$ cat src/hw/rtl/swkth_pkg.sv
// ----------------------------------------------------------------------------
// swkth_pkg
// Types and constants shared by the sliding window rank-order filter.
// ----------------------------------------------------------------------------
package swkth_pkg;

	localparam int SAMPLE_BITS    = 7;
	localparam int VALUE_OFFSET   = 50;
	localparam int NUM_BINS       = 2 * VALUE_OFFSET + 1;
	localparam int BIN_BITS       = $clog2(NUM_BINS);
	localparam int REG_BITS       = 7;
	localparam int REG_INDEX_BITS = 1;
	localparam int DEF_MAX_WINDOW = 64;
	localparam int QUEUE_DEPTH    = 2;

	// register indexes
	localparam logic [REG_INDEX_BITS-1:0] REG_WINDOW_LEN = 1'b0;
	localparam logic [REG_INDEX_BITS-1:0] REG_RANK_INDEX = 1'b1;

	typedef struct packed {
		logic signed [SAMPLE_BITS-1:0] sample;
		logic                          restart;
	} sample_item_t;

	typedef struct packed {
		logic signed [SAMPLE_BITS-1:0] beauty;
		logic                          rank_error;
	} result_item_t;

	// classified item as it travels through the queue
	typedef struct packed {
		logic [BIN_BITS-1:0] bin;
		logic                restart;
	} queue_item_t;

	typedef struct packed {
		logic [REG_BITS-1:0] window_len;
		logic [REG_BITS-1:0] rank_index;
		logic                clear;
	} back_cfg_t;

	typedef enum logic [2:0] {
		ST_IDLE,
		ST_START,
		ST_OLD_HRD,
		ST_OLD_HWR,
		ST_NEW_HRD,
		ST_NEW_HWR,
		ST_SCAN,
		ST_EMIT
	} back_state_t;

endpackage

$ cat src/hw/rtl/swkth_ram.sv
// ----------------------------------------------------------------------------
// swkth_ram
// Generic memory: one write port, one read port, registered read data.
// ----------------------------------------------------------------------------
module swkth_ram #(
	parameter int WIDTH = 8,
	parameter int DEPTH = 64,
	parameter int ADDR_BITS = (DEPTH > 1) ? $clog2(DEPTH) : 1
) (
	input  logic                 clk,
	input  logic                 we,
	input  logic [ADDR_BITS-1:0] waddr,
	input  logic [WIDTH-1:0]     wdata,
	input  logic                 re,
	input  logic [ADDR_BITS-1:0] raddr,
	output logic [WIDTH-1:0]     rdata
);

	logic [WIDTH-1:0] mem_q [DEPTH];
	logic [WIDTH-1:0] rdata_q;

	always_ff @(posedge clk) begin
		if (we) begin
			mem_q[waddr] <= wdata;
		end
		if (re) begin
			rdata_q <= mem_q[raddr];
		end
	end

	assign rdata = rdata_q;

endmodule

$ cat src/hw/rtl/swkth_front.sv
// ----------------------------------------------------------------------------
// swkth_front
// Input stage: take a sample transaction, clamp it and map it to a bin.
// ----------------------------------------------------------------------------
module swkth_front
	import swkth_pkg::*;
(
	input  logic         clk,
	input  logic         arst_n,
	input  logic         sample_valid,
	output logic         sample_stall,
	input  sample_item_t sample_data,
	output logic         push_valid,
	input  logic         push_ready,
	output queue_item_t  push_item
);

	logic        valid_s1;
	queue_item_t item_s1;
	queue_item_t item_cls;
	logic        accept;

	// clamp to the histogram range, then offset to a bin number
	always_comb begin
		item_cls.restart = sample_data.restart;
		if (sample_data.sample < -VALUE_OFFSET) begin
			item_cls.bin = '0;
		end else if (sample_data.sample > VALUE_OFFSET) begin
			item_cls.bin = BIN_BITS'(NUM_BINS - 1);
		end else begin
			item_cls.bin = BIN_BITS'(int'(sample_data.sample) + VALUE_OFFSET);
		end
	end

	assign sample_stall = valid_s1 && !push_ready;
	assign accept       = sample_valid && !sample_stall;

	always_ff @(posedge clk or negedge arst_n) begin
		if (!arst_n) begin
			valid_s1 <= 1'b0;
		end else if (accept) begin
			valid_s1 <= 1'b1;
		end else if (push_ready) begin
			valid_s1 <= 1'b0;
		end
	end

	always_ff @(posedge clk) begin
		if (accept) begin
			item_s1 <= item_cls;
		end
	end

	assign push_valid = valid_s1;
	assign push_item  = item_s1;

endmodule

$ cat src/hw/rtl/swkth_fifo.sv
// ----------------------------------------------------------------------------
// swkth_fifo
// Short queue of classified items between the front and back ends.
// ----------------------------------------------------------------------------
module swkth_fifo
	import swkth_pkg::*;
#(
	parameter int DEPTH = QUEUE_DEPTH
) (
	input  logic        clk,
	input  logic        arst_n,
	input  logic        push_valid,
	output logic        push_ready,
	input  queue_item_t push_item,
	output logic        pop_valid,
	input  logic        pop_ready,
	output queue_item_t pop_item
);

	localparam int PTR_BITS = (DEPTH > 1) ? $clog2(DEPTH) : 1;
	localparam int CNT_BITS = $clog2(DEPTH + 1);

	queue_item_t         entry_q [DEPTH];
	logic [PTR_BITS-1:0] wr_ptr_q;
	logic [PTR_BITS-1:0] rd_ptr_q;
	logic [CNT_BITS-1:0] count_q;
	logic                do_push;
	logic                do_pop;

	assign push_ready = (int'(count_q) < DEPTH);
	assign pop_valid  = (count_q != '0);
	assign do_push    = push_valid && push_ready;
	assign do_pop     = pop_valid && pop_ready;
	assign pop_item   = entry_q[rd_ptr_q];

	always_ff @(posedge clk or negedge arst_n) begin
		if (!arst_n) begin
			wr_ptr_q <= '0;
			rd_ptr_q <= '0;
			count_q  <= '0;
		end else begin
			if (do_push) begin
				wr_ptr_q <= (int'(wr_ptr_q) == DEPTH - 1) ? '0 : wr_ptr_q + PTR_BITS'(1);
			end
			if (do_pop) begin
				rd_ptr_q <= (int'(rd_ptr_q) == DEPTH - 1) ? '0 : rd_ptr_q + PTR_BITS'(1);
			end
			if (do_push && !do_pop) begin
				count_q <= count_q + CNT_BITS'(1);
			end else if (do_pop && !do_push) begin
				count_q <= count_q - CNT_BITS'(1);
			end
		end
	end

	always_ff @(posedge clk) begin
		if (do_push) begin
			entry_q[wr_ptr_q] <= push_item;
		end
	end

endmodule

$ cat src/hw/rtl/swkth_back.sv
// ----------------------------------------------------------------------------
// swkth_back
// Back end: window update, histogram count update, rank scan, result register.
// ----------------------------------------------------------------------------
module swkth_back
	import swkth_pkg::*;
#(
	parameter int MAX_WINDOW = DEF_MAX_WINDOW
) (
	input  logic         clk,
	input  logic         arst_n,
	input  back_cfg_t    cfg,
	input  logic         pop_valid,
	output logic         pop_ready,
	input  queue_item_t  pop_item,
	output logic         result_valid,
	input  logic         result_stall,
	output result_item_t result_data
);

	localparam int EFF_MAX   = (MAX_WINDOW < (2 ** REG_BITS) - 1) ? MAX_WINDOW
	                                                               : (2 ** REG_BITS) - 1;
	localparam int LEN_BITS  = $clog2(EFF_MAX + 1);
	localparam int PTR_BITS  = (MAX_WINDOW > 1) ? $clog2(MAX_WINDOW) : 1;
	localparam int CMP_BITS  = (PTR_BITS + 1 > LEN_BITS) ? PTR_BITS + 1 : LEN_BITS;
	localparam int ACC_BITS  = ((LEN_BITS > REG_BITS) ? LEN_BITS : REG_BITS) + 1;

	back_state_t         state_q, state_d;
	logic [PTR_BITS-1:0] wp_q;
	logic [LEN_BITS-1:0] fill_q;
	logic                full_q;
	logic [NUM_BINS-1:0] hvalid_q;
	logic [BIN_BITS-1:0] cur_bin_q;
	logic [BIN_BITS-1:0] old_bin_q;
	logic [BIN_BITS-1:0] scan_idx_q;
	logic [BIN_BITS-1:0] pbin_s1;
	logic                pend_s1;
	logic [ACC_BITS-1:0] acc_q;
	result_item_t        res_q;
	logic                out_valid_q;
	result_item_t        out_data_q;

	logic [LEN_BITS-1:0] len_eff;
	logic                rank_err;
	logic [PTR_BITS-1:0] wp_eff;
	logic [PTR_BITS-1:0] wp_next;
	logic [LEN_BITS-1:0] fill_new;
	logic                out_free;

	// window store
	logic                win_we, win_re;
	logic [BIN_BITS-1:0] win_rdata;

	// histogram store
	logic                hist_we, hist_re;
	logic [BIN_BITS-1:0] hist_waddr, hist_raddr;
	logic [LEN_BITS-1:0] hist_wdata, hist_rdata;
	logic [LEN_BITS-1:0] old_cnt, new_cnt, scan_cnt;
	logic [ACC_BITS-1:0] acc_n;
	logic                hit;

	always_comb begin
		if (cfg.window_len == '0) begin
			len_eff = LEN_BITS'(1);
		end else if (int'(cfg.window_len) > EFF_MAX) begin
			len_eff = LEN_BITS'(EFF_MAX);
		end else begin
			len_eff = LEN_BITS'(cfg.window_len);
		end
	end

	assign rank_err = (cfg.rank_index == '0) ||
	                  (ACC_BITS'(cfg.rank_index) > ACC_BITS'(len_eff));
	assign wp_eff   = (CMP_BITS'(wp_q) >= CMP_BITS'(len_eff)) ? '0 : wp_q;
	assign wp_next  = (CMP_BITS'(wp_q) + CMP_BITS'(1) >= CMP_BITS'(len_eff)) ? '0
	                                                                         : wp_q + PTR_BITS'(1);
	assign fill_new = full_q ? len_eff : fill_q + LEN_BITS'(1);
	assign out_free = !out_valid_q || !result_stall;

	// bins not written since the last clear read as zero
	assign old_cnt  = hvalid_q[old_bin_q] ? hist_rdata : '0;
	assign new_cnt  = hvalid_q[cur_bin_q] ? hist_rdata : '0;
	assign scan_cnt = hvalid_q[pbin_s1] ? hist_rdata : '0;
	assign acc_n    = acc_q + ACC_BITS'(scan_cnt);
	assign hit      = (acc_n >= ACC_BITS'(cfg.rank_index));

	assign pop_ready = (state_q == ST_IDLE);

	always_comb begin
		state_d    = state_q;
		win_we     = 1'b0;
		win_re     = 1'b0;
		hist_we    = 1'b0;
		hist_re    = 1'b0;
		hist_waddr = cur_bin_q;
		hist_raddr = cur_bin_q;
		hist_wdata = '0;
		case (state_q)
			ST_IDLE: begin
				if (pop_valid) begin
					state_d = ST_START;
				end
			end
			ST_START: begin
				if (fill_q >= len_eff) begin
					win_re  = 1'b1;
					state_d = ST_OLD_HRD;
				end else begin
					state_d = ST_NEW_HRD;
				end
			end
			ST_OLD_HRD: begin
				hist_re    = 1'b1;
				hist_raddr = win_rdata;
				state_d    = ST_OLD_HWR;
			end
			ST_OLD_HWR: begin
				hist_we    = 1'b1;
				hist_waddr = old_bin_q;
				hist_wdata = (old_cnt == '0) ? '0 : old_cnt - LEN_BITS'(1);
				state_d    = ST_NEW_HRD;
			end
			ST_NEW_HRD: begin
				hist_re = 1'b1;
				win_we  = 1'b1;
				state_d = ST_NEW_HWR;
			end
			ST_NEW_HWR: begin
				hist_we    = 1'b1;
				hist_wdata = new_cnt + LEN_BITS'(1);
				if (fill_new < len_eff) begin
					state_d = ST_IDLE;
				end else if (rank_err) begin
					state_d = ST_EMIT;
				end else begin
					state_d = ST_SCAN;
				end
			end
			ST_SCAN: begin
				hist_re    = (int'(scan_idx_q) < NUM_BINS);
				hist_raddr = scan_idx_q;
				if (pend_s1 && (hit || int'(pbin_s1) == NUM_BINS - 1)) begin
					state_d = ST_EMIT;
				end
			end
			ST_EMIT: begin
				if (out_free) begin
					state_d = ST_IDLE;
				end
			end
			default: begin
				state_d = ST_IDLE;
			end
		endcase
	end

	always_ff @(posedge clk or negedge arst_n) begin
		if (!arst_n) begin
			state_q <= ST_IDLE;
		end else begin
			state_q <= state_d;
		end
	end

	// window bookkeeping and histogram valid flags
	always_ff @(posedge clk or negedge arst_n) begin
		if (!arst_n) begin
			wp_q     <= '0;
			fill_q   <= '0;
			full_q   <= 1'b0;
			hvalid_q <= '0;
		end else if (cfg.clear || (state_q == ST_IDLE && pop_valid && pop_item.restart)) begin
			wp_q     <= '0;
			fill_q   <= '0;
			hvalid_q <= '0;
		end else begin
			case (state_q)
				ST_START: begin
					wp_q   <= wp_eff;
					full_q <= (fill_q >= len_eff);
				end
				ST_OLD_HWR: begin
					hvalid_q[old_bin_q] <= 1'b1;
				end
				ST_NEW_HWR: begin
					hvalid_q[cur_bin_q] <= 1'b1;
					wp_q                <= wp_next;
					fill_q              <= fill_new;
				end
				default: begin
				end
			endcase
		end
	end

	// scan pipeline and item payload
	always_ff @(posedge clk or negedge arst_n) begin
		if (!arst_n) begin
			pend_s1 <= 1'b0;
		end else if (state_q == ST_SCAN) begin
			pend_s1 <= (int'(scan_idx_q) < NUM_BINS);
		end else begin
			pend_s1 <= 1'b0;
		end
	end

	always_ff @(posedge clk) begin
		case (state_q)
			ST_IDLE: begin
				cur_bin_q <= pop_item.bin;
			end
			ST_OLD_HRD: begin
				old_bin_q <= win_rdata;
			end
			ST_NEW_HWR: begin
				scan_idx_q       <= '0;
				acc_q            <= '0;
				res_q.beauty     <= '0;
				res_q.rank_error <= 1'b1;
			end
			ST_SCAN: begin
				scan_idx_q <= scan_idx_q + BIN_BITS'(1);
				pbin_s1    <= scan_idx_q;
				if (pend_s1) begin
					acc_q <= acc_n;
				end
				res_q.rank_error <= 1'b0;
				if (int'(pbin_s1) < VALUE_OFFSET) begin
					res_q.beauty <= SAMPLE_BITS'(int'(pbin_s1) - VALUE_OFFSET);
				end else begin
					res_q.beauty <= '0;
				end
			end
			default: begin
			end
		endcase
	end

	// result register
	always_ff @(posedge clk or negedge arst_n) begin
		if (!arst_n) begin
			out_valid_q <= 1'b0;
		end else if (state_q == ST_EMIT && out_free) begin
			out_valid_q <= 1'b1;
		end else if (!result_stall) begin
			out_valid_q <= 1'b0;
		end
	end

	always_ff @(posedge clk) begin
		if (state_q == ST_EMIT && out_free) begin
			out_data_q <= res_q;
		end
	end

	assign result_valid = out_valid_q;
	assign result_data  = out_data_q;

	swkth_ram #(
		.WIDTH (BIN_BITS),
		.DEPTH (MAX_WINDOW)
	) u_win_ram (
		.clk   (clk),
		.we    (win_we),
		.waddr (wp_q),
		.wdata (cur_bin_q),
		.re    (win_re),
		.raddr (wp_eff),
		.rdata (win_rdata)
	);

	swkth_ram #(
		.WIDTH (LEN_BITS),
		.DEPTH (NUM_BINS)
	) u_hist_ram (
		.clk   (clk),
		.we    (hist_we),
		.waddr (hist_waddr),
		.wdata (hist_wdata),
		.re    (hist_re),
		.raddr (hist_raddr),
		.rdata (hist_rdata)
	);

endmodule

$ cat src/hw/rtl/sliding_window_kth_smallest.sv
// ----------------------------------------------------------------------------
// sliding_window_kth_smallest
// Sliding-window rank-order filter with histogram selection.
// ----------------------------------------------------------------------------
// Each sample transaction enters a window of the last window_len samples
// (clamped to -50..50); once the window is full, every sample gives one
// result transaction carrying the rank_index-th smallest value in the window,
// or 0 if that value is not negative, and rank_error with a zero value when
// rank_index is 0 or above the window length. While the window fills, no
// result appears. The back end takes each sample through a start state, a
// histogram read and write for the evicted sample once the window is full,
// and a read and write for the new one; a ranked result then scans the
// histogram one bin per cycle through the memory's single read port. No new
// sample is taken until idle again; result stalls hold the emit state. The
// front end keeps taking samples into a two-entry queue meanwhile. The
// histogram is cleared at once through one valid flag per bin, so no
// clearing pass follows reset, restart or a window_len write. Configuration
// is meant to be written while idle; a window_len write clears the window.
// ----------------------------------------------------------------------------
module sliding_window_kth_smallest
	import swkth_pkg::*;
#(
	parameter int MAX_WINDOW = DEF_MAX_WINDOW
) (
	input  logic                      clk,
	input  logic                      arst_n,
	// sample channel
	input  logic                      sample_valid,
	output logic                      sample_stall,
	input  sample_item_t              sample_data,
	// result channel
	output logic                      result_valid,
	input  logic                      result_stall,
	output result_item_t              result_data,
	// configuration write port
	input  logic                      wr_en,
	input  logic [REG_INDEX_BITS-1:0] wr_index,
	input  logic [REG_BITS-1:0]       wr_data
);

	logic [REG_BITS-1:0] window_len_q;
	logic [REG_BITS-1:0] rank_index_q;
	back_cfg_t           back_cfg;

	logic        push_valid, push_ready;
	queue_item_t push_item;
	logic        pop_valid, pop_ready;
	queue_item_t pop_item;

	// configuration registers; hold until rewritten
	always_ff @(posedge clk or negedge arst_n) begin
		if (!arst_n) begin
			window_len_q <= REG_BITS'(1);
			rank_index_q <= REG_BITS'(1);
		end else if (wr_en) begin
			case (wr_index)
				REG_WINDOW_LEN: window_len_q <= wr_data;
				REG_RANK_INDEX: rank_index_q <= wr_data;
				default: begin
				end
			endcase
		end
	end

	// a window_len write drops the whole window in the same cycle
	assign back_cfg.window_len = window_len_q;
	assign back_cfg.rank_index = rank_index_q;
	assign back_cfg.clear      = wr_en && (wr_index == REG_WINDOW_LEN);

	// front end: accept and classify each sample transaction
	swkth_front u_front (
		.clk          (clk),
		.arst_n       (arst_n),
		.sample_valid (sample_valid),
		.sample_stall (sample_stall),
		.sample_data  (sample_data),
		.push_valid   (push_valid),
		.push_ready   (push_ready),
		.push_item    (push_item)
	);

	// decouple front and back so each may stall on its own
	swkth_fifo #(
		.DEPTH (QUEUE_DEPTH)
	) u_fifo (
		.clk        (clk),
		.arst_n     (arst_n),
		.push_valid (push_valid),
		.push_ready (push_ready),
		.push_item  (push_item),
		.pop_valid  (pop_valid),
		.pop_ready  (pop_ready),
		.pop_item   (pop_item)
	);

	// back end: update window and histogram, scan for the ranked value
	swkth_back #(
		.MAX_WINDOW (MAX_WINDOW)
	) u_back (
		.clk          (clk),
		.arst_n       (arst_n),
		.cfg          (back_cfg),
		.pop_valid    (pop_valid),
		.pop_ready    (pop_ready),
		.pop_item     (pop_item),
		.result_valid (result_valid),
		.result_stall (result_stall),
		.result_data  (result_data)
	);

endmodule

$ cat config.mk
export PLATFORM = sky130hd
export DESIGN_NAME = sliding_window_kth_smallest
export DESIGN_NICKNAME = d
export VERILOG_FILES = /design/src/hw/rtl/swkth_pkg.sv /design/src/hw/rtl/swkth_ram.sv /design/src/hw/rtl/swkth_front.sv /design/src/hw/rtl/swkth_fifo.sv /design/src/hw/rtl/swkth_back.sv /design/src/hw/rtl/sliding_window_kth_smallest.sv
export SDC_FILE = /design/constraint.sdc
export NUM_CORES = 2
export LEC_CHECK = 0
export ABC_AREA = 1
export BUFFER_PORTS_ARGS = -buffer_cell sky130_fd_sc_hd__buf_2
export CORE_MARGIN = 1.5
export CORE_UTILIZATION = 40
export CTS_CLUSTER_DIAMETER = 50
export CTS_CLUSTER_SIZE = 24
export DETAILED_ROUTE_END_ITERATION = 12
export HOLD_SLACK_MARGIN = 0.12
export MAX_ROUTING_LAYER = met4
export SETUP_SLACK_MARGIN = 0.2
export SLEW_MARGIN = 10
export SYNTH_ARGS = -nofsm -noshare
export SYNTH_HDL_FRONTEND = slang
export SYNTH_SLANG_ARGS = --single-unit
export TNS_END_PERCENT = 1
$ cat constraint.sdc
create_clock -name clk -period 8.65 [get_ports clk]
set_clock_uncertainty 0.05 [all_clocks]
set_input_delay 0.4325 -clock clk [delete_from_list [all_inputs] [get_ports clk]]
set_output_delay 0.4325 -clock clk [all_outputs]
set_load 0.1 [all_outputs]
Word-level counts from Yosys, hierarchy flattened
Memories as Yosys holds them, arrays and structs flattened. A register that Yosys moved wholly into a read port is not among the register bits.
Index checks and enable logic that the tools add are counted.

word-level totals
  output and inout port bits = 10
  bits in writable memories = 1171
  logic and storage cells = 177
  bits of input ports = 21
  register bits = 199
  memories = 3

cells by class
  $lt $le $gt $ge = 17
  reductions and logical operators = 41
  add/sub/neg operators = 13
  equal/unequal tests = 13
  muxes and demuxes = 61
  bitwise logic cells = 4

memories
  name                     depth  width  rd ports  clocked after memory_dff  wr ports  line              text
  u_back.u_hist_ram.mem_q  101    7      1         1                         1         swkth_ram.sv:19   logic [WIDTH-1:0] mem_q [DEPTH];
  u_back.u_win_ram.mem_q   64     7      1         1                         1         swkth_ram.sv:19
  u_fifo.entry_q           2      8      1         0                         1         swkth_fifo.sv:23  queue_item_t entry_q [DEPTH];

operator list
  cell                   number
  $or A101 B101 Y101     2
  $pmux W101 S2          1
  $mux W101              1
  $mux W7                12
  $pmux W7 S2            3
  $pmux W8 S2            2
  $lt A7 B8 Y1 const B   3
  $pmux W3 S8            1
  $mux W1                23
  $add A7 B1 Y7 const B  3
  $bmux W1 S7            3
  $logic_not A7 Y1       3
  $mux W6                3
  $mux W3                5
  $demux W1 S7           2
  $ge A7 B1 Y1 const B   2
  $ge A7 B7 Y1           2
  $gt A7 B7 Y1 const B   2
  $lt A7 B7 Y1 const B   2
  $eq A3 B3 Y1 const B   4
  $logic_and A1 B1 Y1    12
  $pmux W6 S2            1
  $ne A2 B1 Y1 const B   5
  $reduce_bool A2 Y1     5
  other kinds (29)       47

Depth between registers and ports, before layout
  depth in word-level cells = 9
  mapped depth = 32
  gate-level depth less buffers = 30

Cells and area by module
A second synthesis with hierarchy kept.

unflattened totals
  cell total of the unflattened synthesis = 6296
  area total of the unflattened synthesis = 63165.6 um^2

by module, submodules not included
  module                          times used  cells an instance  sequential area each (um^2)  area an instance (um^2)
  swkth_ram at u_back.u_hist_ram  1           2482               21440.6                      29224.3
  swkth_ram at u_back.u_win_ram   1           1590               13663.1                      18615.4
  swkth_back                      1           2035               4564.4                       13420.4
  swkth_fifo                      1           69                 580.6                        805.8
  sliding_window_kth_smallest     1           63                 352.8                        593.1
  swkth_front                     1           57                 265.3                        506.7

Worst setup path after synthesis
No wires, ideal clock.

  kind = reg-to-reg
  from = register u_back.cur_bin_q[0]
  to = memory u_back.u_hist_ram.mem_q[0][2] (netlist name) (data pin)
  required time = 7.612 ns
  clock period less this slack = 7.887 ns
  slack = 0.763 ns
  stages on the path, launching flop included = 16
  library setup time = 0.988 ns
  buffers on the path = 2
  arrival time = 6.849 ns
  path through = edfxtp_1 > buf_2 > clkbuf_1 > nor3_1 > inv_1 > nor2_1 > nor3_1 > nor2_1 > inv_1 > o21ai_0 > nor2_1 > nor2_1 > ha_1 > nand3_1 > nand2_1 > o21ai_0

on the way
  word-level cells in the longest chain between the ends = 5

ends and longest elaborated chain
  what                           line               text
  from (decl)                    swkth_back.sv:33   logic [BIN_BITS-1:0] cur_bin_q;
  from (signal assigned)         swkth_back.sv:210  cur_bin_q <= pop_item.bin;
  $bmux W1 S7                    swkth_back.sv:82   assign new_cnt = hvalid_q[cur_bin_q] ? hist_rdata : '0;
  $mux W1 (implied by the code)  swkth_back.sv:82
  $mux W7                        swkth_back.sv:82
  $add A7 B1 Y7                  swkth_back.sv:130  hist_wdata = new_cnt + LEN_BITS'(1);
  $pmux W7 S2                    swkth_back.sv:98   case (state_q)
  net u_back.hist_wdata[2]       swkth_back.sv:57   logic [LEN_BITS-1:0] hist_wdata, hist_rdata;
  to (decl)                      swkth_ram.sv:19

The timed path passes the listed nets, and every way through them passes these cells. The select of a mux whose other input is x is not followed.

Worst setup path in the final report
  from = register u_back.pbin_s1[0]
  to = register u_back.state_q[2]

on the way
  word-level cells in the longest chain between the ends = 9
  elaborated cells on any way between the ends = 10
  those cells by class = add/sub: 1; order compare: 1; eq/ne: 2; mux: 3; reduce/logical: 3

ends and longest elaborated chain
  what                           line               text
  from (decl)                    swkth_back.sv:36   logic [BIN_BITS-1:0] pbin_s1;
  from (signal assigned)         swkth_back.sv:223  pbin_s1 <= scan_idx_q;
  $bmux W1 S7                    swkth_back.sv:83   assign scan_cnt = hvalid_q[pbin_s1] ? hist_rdata : '0;
  $mux W1 (implied by the code)  swkth_back.sv:83
  $mux W7                        swkth_back.sv:83
  $add A8 B7 Y8                  swkth_back.sv:84   assign acc_n = acc_q + ACC_BITS'(scan_cnt);
  net u_back.acc_n[6]            swkth_back.sv:59   logic [ACC_BITS-1:0] acc_n;
  $ge A8 B7 Y1                   swkth_back.sv:85   assign hit = (acc_n >= ACC_BITS'(cfg.rank_index));
  $logic_or A1 B1 Y1             swkth_back.sv:142  if (pend_s1 && (hit || int'(pbin_s1) == NUM_BINS - 1)) begin
  $logic_and A1 B1 Y1            swkth_back.sv:142
  $ne A2 B1 Y1 (no line)         n/a
  $reduce_and A3 Y1 (no line)    n/a
  to (signal assigned)           swkth_back.sv:161  state_q <= state_d;
  to (decl)                      swkth_back.sv:28   back_state_t state_q, state_d;

The timed path passes the listed nets, and every way through them passes these cells. The select of a mux whose other input is x is not followed.
A chain may end at the register's enable or synchronous reset.

==> summary.txt <==
Run status
  – Status: completed

Logic synthesis
  – Main synth FF type: edfxtp_1
  – Asr flop ratio synth: between 10% and 20%
  – Post-synthesis sequential area ratio: between 60 and 70%
  – EDFF count, synth: between 1k and 1.5k
  – Syn_area_per_cell: about 10 um2
  – YS warnings: 0
  – Post-Syn Area: approximately 63,000 um2
  – Yosys top cell by area: edfxtp_1
  – Syn Nets: between 6k and 7k
  – Synthesized flop and latch total: 1,384
  – Synth top area cells: edfxtp_1 59%, nand3_1 5.8%, dfrtp_1 5.4%
  – Synthesized instance count: slightly above 6k
  – Post-synth cell types: between 50 and 60
  – Post-synth top area share: 59.3%

STA
  – Worst-Margin Slew: ~1.2 ns
  – Min Tclk post-route: ~6 ns
  – Setup Viol. Count Final: 0
  – Pins Over Slew Limit: 0
  – RSZ-0062 raised after global routing: false
  – Hold slack final: 0.219 ns
  – Total negative slack: 0 ns
  – Slew HR: ~18%
  – Final Cycle Share: 68.4%
  – Max Clock Freq: around 170 MHz
  – Final Hold Vio Count: 0

Power and ir drop
  – Power per cell area: approximately 340 nW/um2
  – LEAKAGE: roughly 26 nW
  – Worst VDD drop: between 0.0002 and 0.0003 V
  – Overall Power: about 0.024 W

Finish
  – Syn-to-layout area delta: 11.1%
  – Share of cells above drive strength 1: between 8 and 9%
  – Commonest cells after routing, fill and taps aside: 1,245 x edfxtp_1, 817 x nor2_1, 813 x nand2_1
  – Final Instance Count excl. Fillers: roughly 8.1k
  – Nets@finish: approximately 6k
  – Layout filler cell count: between 10k and 15k
  – Leading cell type in the layout, fill and taps excluded: edfxtp_1

Setup path
  – Startpoint types: register
  – CP Class: register to register
  – Setup slack, reg-to-reg: roughly 2.7 ns
  – Req. time, crit path: 9.29 ns
  – Worst Path Max Fanout: 60
  – FF-to-FF path depth: 26
  – R2R Path Start: u_back.pbin_s1[0]$_DFFE_PN_
  – CP max stage delay: just under 1 ns
  – Critical path endpoint category: register
  – Top cell by count, worst path: nand2_1
  – Crit-path slowest cell: clkinv_1
  – R2r endpoint: u_back.state_q[2]$_DFFE_PN0P_
  – Arrival @ worst endpoint: approximately 6.6 ns

Clock tree
  – CTS Sinks: 1,384
  – Clock buffer depth: 3
  – CTS H-tree lvls: 4
  – Clock-pin slew on the worst setup and hold paths: around 0.070 ns
  – Total CTS buffers: between 100 and 150
  – Post-CTS Setup Inserts: 0
  – CTS tree: built
  – Root Buffer: clkbuf_16
  – Clk Latency, worst-skew pair: between 0.8 and 0.9 ns

Global route
  – All-layer global routing usage: between 20% and 30%
  – Largest net degree at the start of global routing: ~220
  – First-pass GRT wire length: ~270 mm
  – Vias in the first global route: 42.5k
  – Gr ovfl total: 0
  – Initial antenna violation count: 3

Routing
  – Drt wl/cell: about 22 um
  – Routed WL: ~180 mm
  – Starting DRT DRC Count: roughly 4.6k
  – Vias: roughly 45k
  – DR pass1 iterations: 6
  – Drc violations: 0
  – Routed Antenna Nets: 0
  – Vias/cell: between 5 and 6

Place
  – Post-DP HPWL: approximately 110 mm
  – Port bufs: 30
  – Gpl congestion: 0.973
  – Cells after DPL: 7,823

Floorplan
  – Die Ht: around 400 um
  – DIE AREA: 160,000 um2
  – Core Area: roughly 160,000 um2
  – IO Pins: 31
  – Initial Util: about two fifths
  – DIE WIDTH: 400 um
  – Row count: between 100 and 150

Worst hold path
  – Hold path endpoint: rank_index_q[0]$_DFFE_PN1P_
  – Hold Path Depth: 3
  – Origin of the worst min-delay path: wr_en
  – Hold Path Class: input port to register

Run
  – Max-Cap Viols: 0
worst max path at each step:
| stage | from | end | slack, ns |
|---|---|---|---|
| 4_1_cts | u_back.pbin_s1[0]$_DFFE_PN_ | u_back.state_q[2]$_DFFE_PN0P_ | 2.86 |
| 3_3_place_gp | u_back.pbin_s1[0]$_DFFE_PN_ | u_back.state_q[1]$_DFFE_PN0P_ | 2.93 |
| 5_1_grt | u_back.pbin_s1[0]$_DFFE_PN_ | u_back.state_q[2]$_DFFE_PN0P_ | 2.25 |
| 6_report | u_back.pbin_s1[0]$_DFFE_PN_ | u_back.state_q[2]$_DFFE_PN0P_ | 2.73 |
| 3_5_place_dp | u_back.pbin_s1[0]$_DFFE_PN_ | u_back.state_q[2]$_DFFE_PN0P_ | 2.86 |
| 2_1_floorplan | u_back.cur_bin_q[0]$_DFFE_PP_ | u_back.u_hist_ram.mem_q[0][2]$_DFFE_PP_ | 0.76 |
registers in the layout (all words and copies together), names as in the netlist, 8 cells and up:
signal,count
u_back.acc_q,8
u_back.hvalid_q,101
u_back.res_q,8
u_back.result_data,8
u_back.u_hist_ram.mem_q,707
u_back.u_win_ram.mem_q,448
u_fifo.entry_q,16
u_front.push_item,8
final cells by class:
class	count	area [um2]	area share, %
well taps	2058	2570	3.67
inverters	437	1650	2.35
clock buffers	147	3550	5.06
clock inverters	112	1400	1.99
multi-input cells	3843	19100	27.2
repair buffers	125	980	1.40
diodes	4	10.0	0.0143
flip-flops and latches	1384	40900	58.3
Yosys cell counts (19+ instances only):
cell type and instances:
edfxtp_1 1245, nor2_1 821, nand2_1 816, nand3_1 731, o21ai_0 534, inv_1 418, o211ai_1 286, a21oi_1 202
clkbuf_1 191, dfrtp_1 137, buf_2 117, or2_2 94, or2_0 63, ha_1 59, or2_1 41, o21ai_1 40
buf_1 35, nand4_1 24, nor3_1 23, buf_4 20, o22ai_1 19
cell families (layout without fill, tap and decap cells):
| group | after synthesis | in the layout | synth area share (%) |
|---|---|---|---|
| simple gates | 2642 | 2642 | 18.3 |
| flops | 1384 | 1384 | 64.8 |
| compound gates | 1121 | 1121 | 10.3 |
| buf+inv | 806 | 821 | 5.20 |
| fa+ha+maj | 60 | 60 | 1.20 |
| xor+xnor | 19 | 19 | 0.264 |
| mux | 1 | 1 | 0.0159 |
| other cells | 0 | 4 | 0 |
where the power goes:
part | switching, W | leakage (nW) | internal [W]
logic | 0.00637 | 9.70 | 0.00222
registers | 0.000298 | 13.4 | 0.00818
clock network | 0.00293 | 2.38 | 0.00356
total | 0.00960 | 25.5 | 0.0140
per-layer routing:
metal / global-route usage, % / wire (um)
met5: - / 0
met4: 8.42 / 6330
met3: 4.07 / 13400
met2: 34.1 / 81100
met1: 30.6 / 76800
stage by stage:
stage / utilization, % / setup slack (ns) / area [um2]
floorplan: - / 0.763 / 63100
global placement: 41.5 / 2.93 / 64900
detailed placement: 41.5 / 2.86 / 64900
CTS: 44.8 / 2.86 / 70100
global route: 44.8 / 2.25 / 70100
finish: 44.8 / 2.73 / 70100
critical path: cells and delay by family (launching register included):
family	cells	cell delay, ns
AOI/OAI and AO/OA	6	1.40
xor gates and xnor gates	1	0.16
adders and majority gates	3	0.86
DFF	1	0.32
and+or+nand+nor	13	1.44
buffers and inverters	3	1.56
what timing repair did:
action                    4_1_cts  5_1_grt
hold buffers                   24        0
gates resized for setup         0        0
hold endpoints to repair      111        0
(Power assumes the default switching activity.)
